`src/rtl/traffic_clock_governor_assert.svh`:
```
// ---------------------------------------------------------------------------
// Assertion macros for the traffic clock governor
// Checks are clocked on clk and held off while rst is high.
// ---------------------------------------------------------------------------
`ifndef TRAFFIC_CLOCK_GOVERNOR_ASSERT_SVH
`define TRAFFIC_CLOCK_GOVERNOR_ASSERT_SVH

// Condition that must hold at every edge.
`define TCG_ASSERT_ALWAYS(lbl, expr, msg) \
  lbl: assert property (@(posedge clk) disable iff (rst) (expr)) else $error(msg);

// Same-cycle implication.
`define TCG_ASSERT_IMPLIES(lbl, ante, cons, msg) \
  lbl: assert property (@(posedge clk) disable iff (rst) (ante) |-> (cons)) \
    else $error(msg);

`endif

```
`src/rtl/tcg_pkg.sv`:
```
// ---------------------------------------------------------------------------
// tcg_pkg
// Shared constants and types for the traffic clock governor.
// ---------------------------------------------------------------------------
package tcg_pkg;

  localparam int NUM_PORTS    = 4;
  localparam int COUNTER_BITS = 32;

  localparam int SUM_BITS   = COUNTER_BITS + $clog2(NUM_PORTS);
  localparam int SCALE_BITS = 23;
  localparam int LHS_BITS   = SUM_BITS + SCALE_BITS;
  localparam int THR_BITS   = 40;
  localparam int INT_BITS   = 24;
  localparam int PCT_BITS   = 7;
  localparam int RHS_BITS   = THR_BITS + INT_BITS;
  localparam int CMP_BITS   = (LHS_BITS > RHS_BITS) ? LHS_BITS : RHS_BITS;
  localparam int CFG_IDX_BITS  = 2;
  localparam int CFG_DATA_BITS = THR_BITS;

  // bits per byte times microseconds per second
  localparam logic [SCALE_BITS-1:0] RATE_SCALE = SCALE_BITS'(8000000);

  localparam logic [THR_BITS-1:0] THRESHOLD_RESET = THR_BITS'(64'd2000000000);
  localparam logic [INT_BITS-1:0] INTERVAL_RESET  = INT_BITS'(10000);
  localparam logic [PCT_BITS-1:0] PCT_RESET       = PCT_BITS'(30);

  typedef enum logic [CFG_IDX_BITS-1:0] {
    CFG_THRESHOLD = 2'd0,
    CFG_INTERVAL  = 2'd1,
    CFG_DOWN_PCT  = 2'd2
  } cfg_index_t;

  typedef enum logic [1:0] {
    LEVEL_LOW   = 2'd0,
    LEVEL_HIGH  = 2'd1,
    LEVEL_UNSET = 2'd2
  } level_t;

  typedef logic [COUNTER_BITS-1:0] count_t;

  // registered sample stage handed to the decision stage
  typedef struct packed {
    logic                valid;
    logic                first;
    logic [SUM_BITS-1:0] sum;
    logic [PCT_BITS-1:0] draw;
  } stage_t;

endpackage

```
`src/rtl/tcg_config.sv`:
```
// ---------------------------------------------------------------------------
// tcg_config
// Configuration registers and the registered threshold-interval product.
// ---------------------------------------------------------------------------
module tcg_config (
  input  logic                                 clk,
  input  logic                                 rst,
  input  logic                                 cfg_valid,
  input  logic [tcg_pkg::CFG_IDX_BITS-1:0]     cfg_index,
  input  logic [tcg_pkg::CFG_DATA_BITS-1:0]    cfg_data,
  output logic [tcg_pkg::RHS_BITS-1:0]         rhs,
  output logic [tcg_pkg::PCT_BITS-1:0]         down_pct
);
  import tcg_pkg::*;

  logic [THR_BITS-1:0] threshold;
  logic [INT_BITS-1:0] interval;

  always_ff @(posedge clk) begin
    if (rst) begin
      threshold <= THRESHOLD_RESET;
      interval  <= INTERVAL_RESET;
      down_pct  <= PCT_RESET;
    end else if (cfg_valid) begin
      case (cfg_index_t'(cfg_index))
        CFG_THRESHOLD: threshold <= cfg_data[THR_BITS-1:0];
        CFG_INTERVAL:  interval  <= cfg_data[INT_BITS-1:0];
        CFG_DOWN_PCT:  down_pct  <= cfg_data[PCT_BITS-1:0];
        default: ;
      endcase
    end
  end

  // Only changes with configuration, so one register stage is enough.
  always_ff @(posedge clk) begin
    rhs <= RHS_BITS'(threshold) * RHS_BITS'(interval);
  end

endmodule

```
`src/rtl/tcg_delta.sv`:
```
// ---------------------------------------------------------------------------
// tcg_delta
// Takes a sample request, forms the wrapped per-port deltas and their sum.
// ---------------------------------------------------------------------------
module tcg_delta (
  input  logic                          clk,
  input  logic                          rst,
  input  logic                          sample_valid,
  output logic                          sample_stall,
  input  tcg_pkg::count_t               counts [tcg_pkg::NUM_PORTS],
  input  logic [tcg_pkg::PCT_BITS-1:0]  draw,
  input  logic                          drain,
  output tcg_pkg::stage_t               stage
);
  import tcg_pkg::*;

  count_t              prev [NUM_PORTS];
  logic                first_sample;
  logic                accept;
  logic [SUM_BITS-1:0] sum_next;

  assign sample_stall = stage.valid && !drain;
  assign accept       = sample_valid && !sample_stall;

  always_comb begin
    sum_next = '0;
    for (int i = 0; i < NUM_PORTS; i++) begin
      sum_next = sum_next + SUM_BITS'(count_t'(counts[i] - prev[i]));
    end
  end

  always_ff @(posedge clk) begin
    if (rst) begin
      stage.valid  <= 1'b0;
      first_sample <= 1'b1;
    end else if (accept) begin
      stage.valid  <= 1'b1;
      first_sample <= 1'b0;
    end else if (drain) begin
      stage.valid  <= 1'b0;
    end
  end

  always_ff @(posedge clk) begin
    if (rst) begin
      for (int i = 0; i < NUM_PORTS; i++) prev[i] <= '0;
    end else if (accept) begin
      for (int i = 0; i < NUM_PORTS; i++) prev[i] <= counts[i];
    end
  end

  always_ff @(posedge clk) begin
    if (accept) begin
      stage.first <= first_sample;
      stage.sum   <= sum_next;
      stage.draw  <= draw;
    end
  end

endmodule

```
`src/rtl/tcg_decide.sv`:
```
// ---------------------------------------------------------------------------
// tcg_decide
// Rate compare, level update with downshift gate, and the result register.
// ---------------------------------------------------------------------------
module tcg_decide (
  input  logic                          clk,
  input  logic                          rst,
  input  tcg_pkg::stage_t               stage,
  input  logic [tcg_pkg::RHS_BITS-1:0]  rhs,
  input  logic [tcg_pkg::PCT_BITS-1:0]  down_pct,
  input  logic                          result_stall,
  output logic                          drain,
  output logic                          result_valid,
  output logic [1:0]                    freq_select,
  output logic                          freq_changed,
  output logic                          over_threshold
);
  import tcg_pkg::*;

  level_t              level;
  level_t              level_next;
  logic                changed_next;
  logic                over_next;
  logic                want_low;
  logic [LHS_BITS-1:0] lhs;
  logic                take;

  assign drain = !result_valid || !result_stall;
  assign take  = stage.valid && drain;

  assign lhs      = LHS_BITS'(stage.sum) * LHS_BITS'(RATE_SCALE);
  assign want_low = CMP_BITS'(lhs) <= CMP_BITS'(rhs);

  always_comb begin
    level_next   = level;
    changed_next = 1'b0;
    over_next    = 1'b0;
    if (!stage.first) begin
      over_next = !want_low;
      if (!want_low) begin
        if (level != LEVEL_HIGH) begin
          level_next   = LEVEL_HIGH;
          changed_next = 1'b1;
        end
      end else if (level != LEVEL_LOW && stage.draw > down_pct) begin
        // downshift only when the draw clears the block percentage
        level_next   = LEVEL_LOW;
        changed_next = 1'b1;
      end
    end
  end

  always_ff @(posedge clk) begin
    if (rst) begin
      level        <= LEVEL_UNSET;
      result_valid <= 1'b0;
    end else begin
      if (take) level <= level_next;
      if (drain) result_valid <= stage.valid;
    end
  end

  always_ff @(posedge clk) begin
    if (take) begin
      freq_select    <= 2'(level_next);
      freq_changed   <= changed_next;
      over_threshold <= over_next;
    end
  end

endmodule

```
`src/rtl/traffic_clock_governor.sv`:
```
// A sample request accepted into the delta stage register gives its result in the result register.
// Throughput: one sample per cycle while result_stall is low; the delta sum and the rate compare each take one stage.
// The threshold-interval product is registered after the config registers, so a config write passes both registers.
// Reset (rst, synchronous) restores register defaults, clears stored counters,
// marks the next sample as first and sets the level to unset.
// ---------------------------------------------------------------------------
// traffic_clock_governor
// Picks low or high clock from aggregate receive byte rate over four ports.
// ---------------------------------------------------------------------------
`include "traffic_clock_governor_assert.svh"

module traffic_clock_governor (
  input  logic                                clk,
  input  logic                                rst,
  input  logic                                cfg_valid,
  output logic                                cfg_ready,
  input  logic [tcg_pkg::CFG_IDX_BITS-1:0]    cfg_index,
  input  logic [tcg_pkg::CFG_DATA_BITS-1:0]   cfg_data,
  input  logic                                sample_valid,
  output logic                                sample_stall,
  input  logic [tcg_pkg::COUNTER_BITS-1:0]    count_port0,
  input  logic [tcg_pkg::COUNTER_BITS-1:0]    count_port1,
  input  logic [tcg_pkg::COUNTER_BITS-1:0]    count_port2,
  input  logic [tcg_pkg::COUNTER_BITS-1:0]    count_port3,
  input  logic [tcg_pkg::PCT_BITS-1:0]        random_draw,
  output logic                                result_valid,
  input  logic                                result_stall,
  output logic [1:0]                          freq_select,
  output logic                                freq_changed,
  output logic                                over_threshold
);
  import tcg_pkg::*;

  count_t              counts [NUM_PORTS];
  stage_t              stage;
  logic                drain;
  logic [RHS_BITS-1:0] rhs;
  logic [PCT_BITS-1:0] down_pct;

  assign cfg_ready = 1'b1;
  assign counts[0] = count_port0;
  assign counts[1] = count_port1;
  assign counts[2] = count_port2;
  assign counts[3] = count_port3;

  tcg_config u_config (
    .clk       (clk),
    .rst       (rst),
    .cfg_valid (cfg_valid && cfg_ready),
    .cfg_index (cfg_index),
    .cfg_data  (cfg_data),
    .rhs       (rhs),
    .down_pct  (down_pct)
  );

  tcg_delta u_delta (
    .clk          (clk),
    .rst          (rst),
    .sample_valid (sample_valid),
    .sample_stall (sample_stall),
    .counts       (counts),
    .draw         (random_draw),
    .drain        (drain),
    .stage        (stage)
  );

  tcg_decide u_decide (
    .clk            (clk),
    .rst            (rst),
    .stage          (stage),
    .rhs            (rhs),
    .down_pct       (down_pct),
    .result_stall   (result_stall),
    .drain          (drain),
    .result_valid   (result_valid),
    .freq_select    (freq_select),
    .freq_changed   (freq_changed),
    .over_threshold (over_threshold)
  );

  // a change always lands on a chosen level
  `TCG_ASSERT_IMPLIES(a_change_set, result_valid && freq_changed, freq_select != 2'(LEVEL_UNSET), "level change left level unset")
  // an over-threshold change can only be an upshift
  `TCG_ASSERT_IMPLIES(a_over_high, result_valid && freq_changed && over_threshold, freq_select == 2'(LEVEL_HIGH), "over threshold change not to high")
  // input is held back only when the result stage is blocked
  `TCG_ASSERT_IMPLIES(a_stall_cause, sample_stall, result_valid && result_stall && stage.valid, "sample stalled with free result stage")

endmodule
```
`config.mk`:
```
export PLATFORM = sky130hd
export DESIGN_NAME = traffic_clock_governor
export DESIGN_NICKNAME = d
export VERILOG_FILES = /design/src/rtl/tcg_pkg.sv /design/src/rtl/tcg_config.sv /design/src/rtl/tcg_delta.sv /design/src/rtl/tcg_decide.sv /design/src/rtl/traffic_clock_governor.sv
export VERILOG_INCLUDE_DIRS = /design/src /design/src/rtl
export SDC_FILE = /design/constraint.sdc
export NUM_CORES = 2
export LEC_CHECK = 0
export ABC_AREA = 1
export ABC_CLOCK_PERIOD_IN_PS = 11400
export BUFFER_PORTS_ARGS = -buffer_cell sky130_fd_sc_hd__clkbuf_2
export CAP_MARGIN = 20
export CORE_AREA = 8 8 513 515
export DETAILED_ROUTE_END_ITERATION = 10
export DIE_AREA = 0 0 521 523
export PLACE_DENSITY = 0.41
export SLEW_MARGIN = 20
export SYNTH_ARGS = -nofsm -noshare
export SYNTH_HDL_FRONTEND = slang
export SYNTH_SLANG_ARGS = --single-unit
```
`constraint.sdc`:
```
create_clock -name clk -period 11.4 [get_ports clk]
set_input_delay 0.57 -clock clk [delete_from_list [all_inputs] [get_ports clk]]
set_output_delay 0.57 -clock clk [all_outputs]
set_load 0.005 [all_outputs]
```
After elaboration in Yosys (flattened, before gate mapping)

Memory sizes are Yosys's and may differ from the RTL's.
Index checks and enable logic that the tools add are counted.

Register bits: 186
Latch bits: 0
Bits in writable memories: 128
ROM bits: 0
Output and inout bits: 7
Logic and storage cells: 67
Memories kept: 1

Memories:

| memory       | depth | bits a word | rd ports | clocked after memory_dff | wr ports | RTL line        | RTL |
|---|---|---|---|---|---|---|---|
| u_delta.prev | 4     | 32          | 4        | 0                        | 4        | tcg_delta.sv:17 | `count_t prev [NUM_PORTS];` |

$add $sub $neg: 7
Multipliers: 2
Div/mod/pow operators: 0
$lt $le $gt $ge: 2
Equality and inequality tests: 3
Shift operators: 0
Multiplexer cells: 18
Bitwise operators: 4
Reduce and logical (&&, ||, !) cells: 16

Operator list:

| operator                 | count |
|---|---|
| $mux W32                 | 4 |
| $sub A32 B32 Y32         | 4 |
| $add A34 B32 Y34         | 2 |
| $le A57 B64 Y1           | 1 |
| $mul A40 B24 Y64         | 1 |
| $mul A34 B14 Y48 const B | 1 |
| $add A32 B32 Y33         | 1 |
| $mux W1                  | 10 |
| $mux W2                  | 4 |
| $gt A7 B7 Y1             | 1 |
| $reduce_and A2 Y1        | 3 |
| $logic_not A1 Y1         | 5 |
| $logic_and A1 B1 Y1      | 4 |
| $or A1 B1 Y1             | 4 |
| $reduce_bool A2 Y1       | 2 |
| $eq A2 B1 Y1 const B     | 1 |
| $eq A2 B2 Y1 const B     | 1 |
| $logic_not A2 Y1         | 1 |
| $ne A2 B1 Y1 const B     | 1 |
| $logic_or A1 B1 Y1       | 1 |

Depth between registers and ports, before layout

Depth after elaboration: 10
Gate-level depth with buffers: 38

By module

A second synthesis with hierarchy kept.

Cell total of the unflattened synthesis: 9,453
Area, all modules: 66,729.0 um^2

By module, submodules not included:

| module                 | times used | cells each | area an instance (um^2) | seq. area each (um^2) |
|---|---|---|---|---|
| tcg_config             | 1          | 4,932      | 36,595.1                | 2,702.6 |
| tcg_delta              | 1          | 3,185      | 19,904.1                | 5,144.9 |
| tcg_decide             | 1          | 1,334      | 10,218.6                | 180.2 |
| traffic_clock_governor | 1          | 2          | 11.3                    | 0.0 |

Worst setup path after synthesis

OpenSTA, ideal clock, no wires.

Path kind: flip-flop to flip-flop
Start: register u_delta.stage[18] (netlist name)
End: register u_decide.freq_select[1], data pin
Setup time: 252 ps
Arrival: 5,757 ps
Required time: 11,148 ps
Path slack: 5,391 ps
Stages on the path, launching flop included: 32
Path buffers: 0
Period minus slack after synthesis: 6,009 ps
Cell sequence: edfxtp_1 inv_1 fa_1 inv_1 fa_1 fa_1 fa_1 ha_1 inv_1 fa_1 inv_1 ha_1 nand2_1 nor2_1 inv_1 nor2_2 inv_1 nor4_2 a21oi_1 xor2_1 ha_1 nand2_1 inv_1 nand2_1 nor2_1 nand3_1 nor2_1 nand2_1 nand2_1 nand3_2 nand3_1 inv_1

Longest elaborated chain between the ends: 4

RTL lines:

| item                       | RTL line         | RTL |
|---|---|---|
| $mul A34 B14 Y48           | tcg_decide.sv:31 | `assign lhs = LHS_BITS'(stage.sum) * LHS_BITS'(RATE_SCALE);` |
| $le A57 B64 Y1             | tcg_decide.sv:32 | `assign want_low = CMP_BITS'(lhs) <= CMP_BITS'(rhs);` |
| $mux W2                    | tcg_decide.sv:40 | `if (!want_low) begin` |
| $mux W2                    | tcg_decide.sv:38 | `if (!stage.first) begin` |
| net u_decide.level_next[1] | tcg_decide.sv:21 | `level_t level_next;` |
| to (signal assigned)       | tcg_decide.sv:65 | `freq_select <= 2'(level_next);` |
| to (decl)                  | tcg_decide.sv:14 | `output logic [1:0] freq_select,` |

The timed path passes the listed nets, and every way through them passes these cells.
A chain may end at the register's enable or synchronous reset.

Final worst setup path

Start: register u_delta.stage[23] (netlist name)
End: register u_decide.freq_select[0], data pin

Longest elaborated chain between the ends: 4

RTL lines:

| item                       | RTL line |
|---|---|
| $mul A34 B14 Y48           | tcg_decide.sv:31 |
| $le A57 B64 Y1             | tcg_decide.sv:32 |
| $mux W2                    | tcg_decide.sv:40 |
| $mux W2                    | tcg_decide.sv:38 |
| net u_decide.level_next[0] | tcg_decide.sv:21 |

The timed path passes the listed nets, and every way through them passes these cells.

==> run_results.csv <==
group,metric,value,unit
clock_network,post_cts.repair.setup_buffers,0,
sta,fin_crit,7520,ps
clock_network,ctsRootBufferMaster,"clkbuf_16",
logic_synthesis,synthCells,8294,
sta,max_freq,133,MHz
worst_setup_path,crit_family,"adder cells",
placed_design,io_buffer_count,187,
global_routing,grt_max_degree,72,
floorplanning,die_h,523,µm
logic_synthesis,synth_area,63400,µm²
logic_synthesis,yosysUniqueCellTypes,51,
drt,wl_per_cell,18.7,µm
min_path,hold_path_depth,3,
cells_and_area,syn_to_final_growth,9.80,%
logic_synthesis,synth_nets,10100,
cells_and_area,final_cells,11700,
floorplanning,die_area,272000,µm²
worst_setup_path,path_max_fanout,4,
flow_run,maxCapViolCount,0,
global_routing,grt_overflow_total,0,
clock_network,cts_buffers,46,
clock_network,clock-sinks,314,
floorplanning,start_util,24.8,%
worst_setup_path,endpoint_kind,"flip-flop",
worst_setup_path,worstSetupPathType,"flip-flop to flip-flop",
sta,final.setup_skew,62.5,ps
sta,finalCritPeriodShare,66.0,%
worst_setup_path,cp_num_buf_inv,5,
drt,firstDrtPassIters,6,
worst_setup_path,reg2reg_setup_slack,3880,ps
cells_and_area,layout_commonest_cell,"inv_1",
sta,tightest_slew,1060,ps
worst_setup_path,timing.rr.end,"u_decide.freq_select[0]",
sta,setup_tns,0,ps
cells_and_area,mostFrequentLayoutCells,"2172 x inv_1, 1778 x nand2_1, 1017 x fa_1",
clock_network,h-tree-depth,2,
placed_design,post-place-ws,3820,ps
global_routing,grt_pass1_vias,55300,
worst_setup_path,ff2ff_path_depth,26,
clock_network,clockBufferDepth,3,
drt,viasPerCell,4.39,
sta,rsz0062_at_grt,"no",
global_routing,grt_first_pass_wirelength,340,mm
floorplanning,io_pins,189,
logic_synthesis,synth_edf_count,174,
worst_setup_path,max_stage_delay,600,ps
drt,first_iter_violations,3008,
clock_network,path_clk_slew,60,ps
worst_setup_path,r2r_start,"u_delta.stage[23]",
cells_and_area,layout.nets,10100,
sta,slew_headroom,29.2,%
drt,routed_wl,220,mm
logic_synthesis,synthArstFlopShare,0,%
worst_setup_path,cp.arrival,7910,ps
logic_synthesis,yosys_warnings,0,
min_path,min_from,"cfg_data[25]",
sta,setup_ws,3880,ps
worst_setup_path,cp_data_required_time,11790,ps
sta,finalSetupViolCount,0,
min_path,hp-class,"input pin to flip-flop",
outcome,status,"complete, no violations",
clock_network,holdBufCountCts,7,
sta,drv_slew,0,
clock_network,cts-resized-gates,0,
drt,post-route-drc-count,0,
logic_synthesis,ys_ff_latch,314,
logic_synthesis,syn_area_per_cell,7.64,µm²
placed_design,gp_congestion,0.887,
logic_synthesis,ys_seq_area_share,12.7,%
global_routing,grt_usage,16.2,%
worst_setup_path,critical_path.slowest_cell,"fa_1",
placed_design,dp.cells,11700,
drt,vias,51600,
floorplanning,core_area,255000,µm²
floorplanning,rows,186,
clock_network,clk_latency,700,ps
drt,ant_nets,0,
sta,finalHoldViolCount,0,
min_path,worstHoldEndpoint,"u_config.threshold[25]",
worst_setup_path,critPathLaunchType,"flip-flop",
floorplanning,dieWidth,521,µm
global_routing,antenna_found_initial,6,
cells_and_area,layout-drive-gt1-share,5.18,%
logic_synthesis,synthFlopType,"edfxtp_1",
clock_network,cts_tree,"yes",
placed_design,dp_hpwl,182,mm
final cells by class:
| cell class | instances | area [µm²] |
|---|---|---|
| Sequential cell | 314 | 8040 |
| Multi-Input combinational cell | 5518 | 46100 |
| Timing Repair Buffer | 256 | 1470 |
| Inverter | 2185 | 8200 |
| Clock buffer | 57 | 1220 |
| Antenna cell | 3 | 7.51 |
| Tap cell | 3384 | 4230 |
| Fill cell | 28000 | 186000 |
| Clock inverter | 28 | 307 |
how the worst max path moves through the flow:
stage                      startpoint                 endpoint  slack (ps)  cells past startpoint
finish              u_delta.stage[23]  u_decide.freq_select[0]        3880                     26
global placement    u_delta.stage[23]  u_decide.freq_select[1]        3830                     28
global route        u_delta.stage[23]    u_decide.freq_changed        3380                     27
floorplan           u_delta.stage[18]  u_decide.freq_select[1]        5390                     31
CTS                 u_delta.stage[23]  u_decide.freq_select[0]        3720                     26
detailed placement  u_delta.stage[23]        u_decide.level[0]        3820                     28
worst register-to-register path, stage by stage, from the launching register on:
cell	delay (ps)
edfxtp_1	540
inv_1	290
fa_1	610
inv_1	60
fa_1	500
fa_1	580
fa_1	430
ha_1	290
inv_1	50
fa_1	490
inv_1	40
ha_1	370
inv_1	110
o21ai_0	400
a21oi_1	200
o21ai_0	420
a21oi_1	130
nand3_1	140
xor2_1	90
ha_1	300
nand2_1	60
nor2_1	150
nand3_1	170
nor2_1	220
nand4_1	300
nand3_2	210
nand2_1	60
logic make-up after synthesis:
| logic type | after synthesis | share of synthesized area, % |
|---|---|---|
| adders and majority gates | 1609 | 43.8 |
| buffers and inverters | 2462 | 14.6 |
| xor gates and xnor gates | 252 | 3.48 |
| AOI/OAI and AO/OA | 858 | 7.74 |
| other | 1 | 0.00591 |
| and+or+nand+nor | 2798 | 17.7 |
| DFF | 314 | 12.7 |
per-layer routing:
metal / wire [µm] / global-route usage [%]
met5: 0 / 0
met4: 3860 / 2.84
met3: 9310 / 1.90
met2: 102000 / 27.3
met1: 105000 / 22.5
flip-flops by register name, summed over array words and instances (netlist names):
register,flops
u_decide.freq_select,2
u_decide.over_threshold,1
u_config.down_pct,7
u_delta.stage,43
u_decide.result_valid,1
u_config.rhs,64
u_decide.freq_changed,1
u_decide.level,2
u_config.interval,24
u_config.threshold,40
u_delta.prev,128
u_delta.first_sample,1
synthesized netlist by cell type (4+ instances only):
cell	count	area, µm²
o21ai_2	13	114
a211oi_1	4	30.0
o221ai_1	7	61.3
ha_1	592	7410
nor3_2	8	80.1
nor4_1	17	106
a21boi_1	5	37.5
o21bai_1	46	345
o21ai_0	228	1140
or2_1	5	31.3
o21ai_1	20	100
a21boi_0	13	97.6
nand2_2	15	93.8
nand3_2	4	40.0
nand3_1	194	971
nor3_1	45	225
dfxtp_1	140	2800
edfxtp_1	174	5230
xnor2_1	92	806
nor2_1	643	2410
buf_2	15	75.1
o21a_1	19	143
nor2_2	15	93.8
xor2_1	160	1400
a31oi_1	27	169
nand3b_1	14	105
nand4_1	51	319
inv_1	2175	8160
o211ai_1	22	165
clkbuf_1	261	980
inv_2	10	37.5
a21o_1	36	270
a21oi_2	14	123
nand2_1	1780	6680
a21oi_1	390	1950
fa_1	1017	20400
metrics by stage:
stage	hold WS (ps)	instance area, µm²	utilization [%]
detailed placement	436	68000	26.6
global route	55.5	69600	27.3
floorplan	409	63400	-
CTS	23.7	69600	27.3
global placement	419	68000	26.6
finish	90.5	69600	27.3
Power is not shown: default switching activity piles up to over one toggle a cycle in this logic, so the estimate is an artifact.
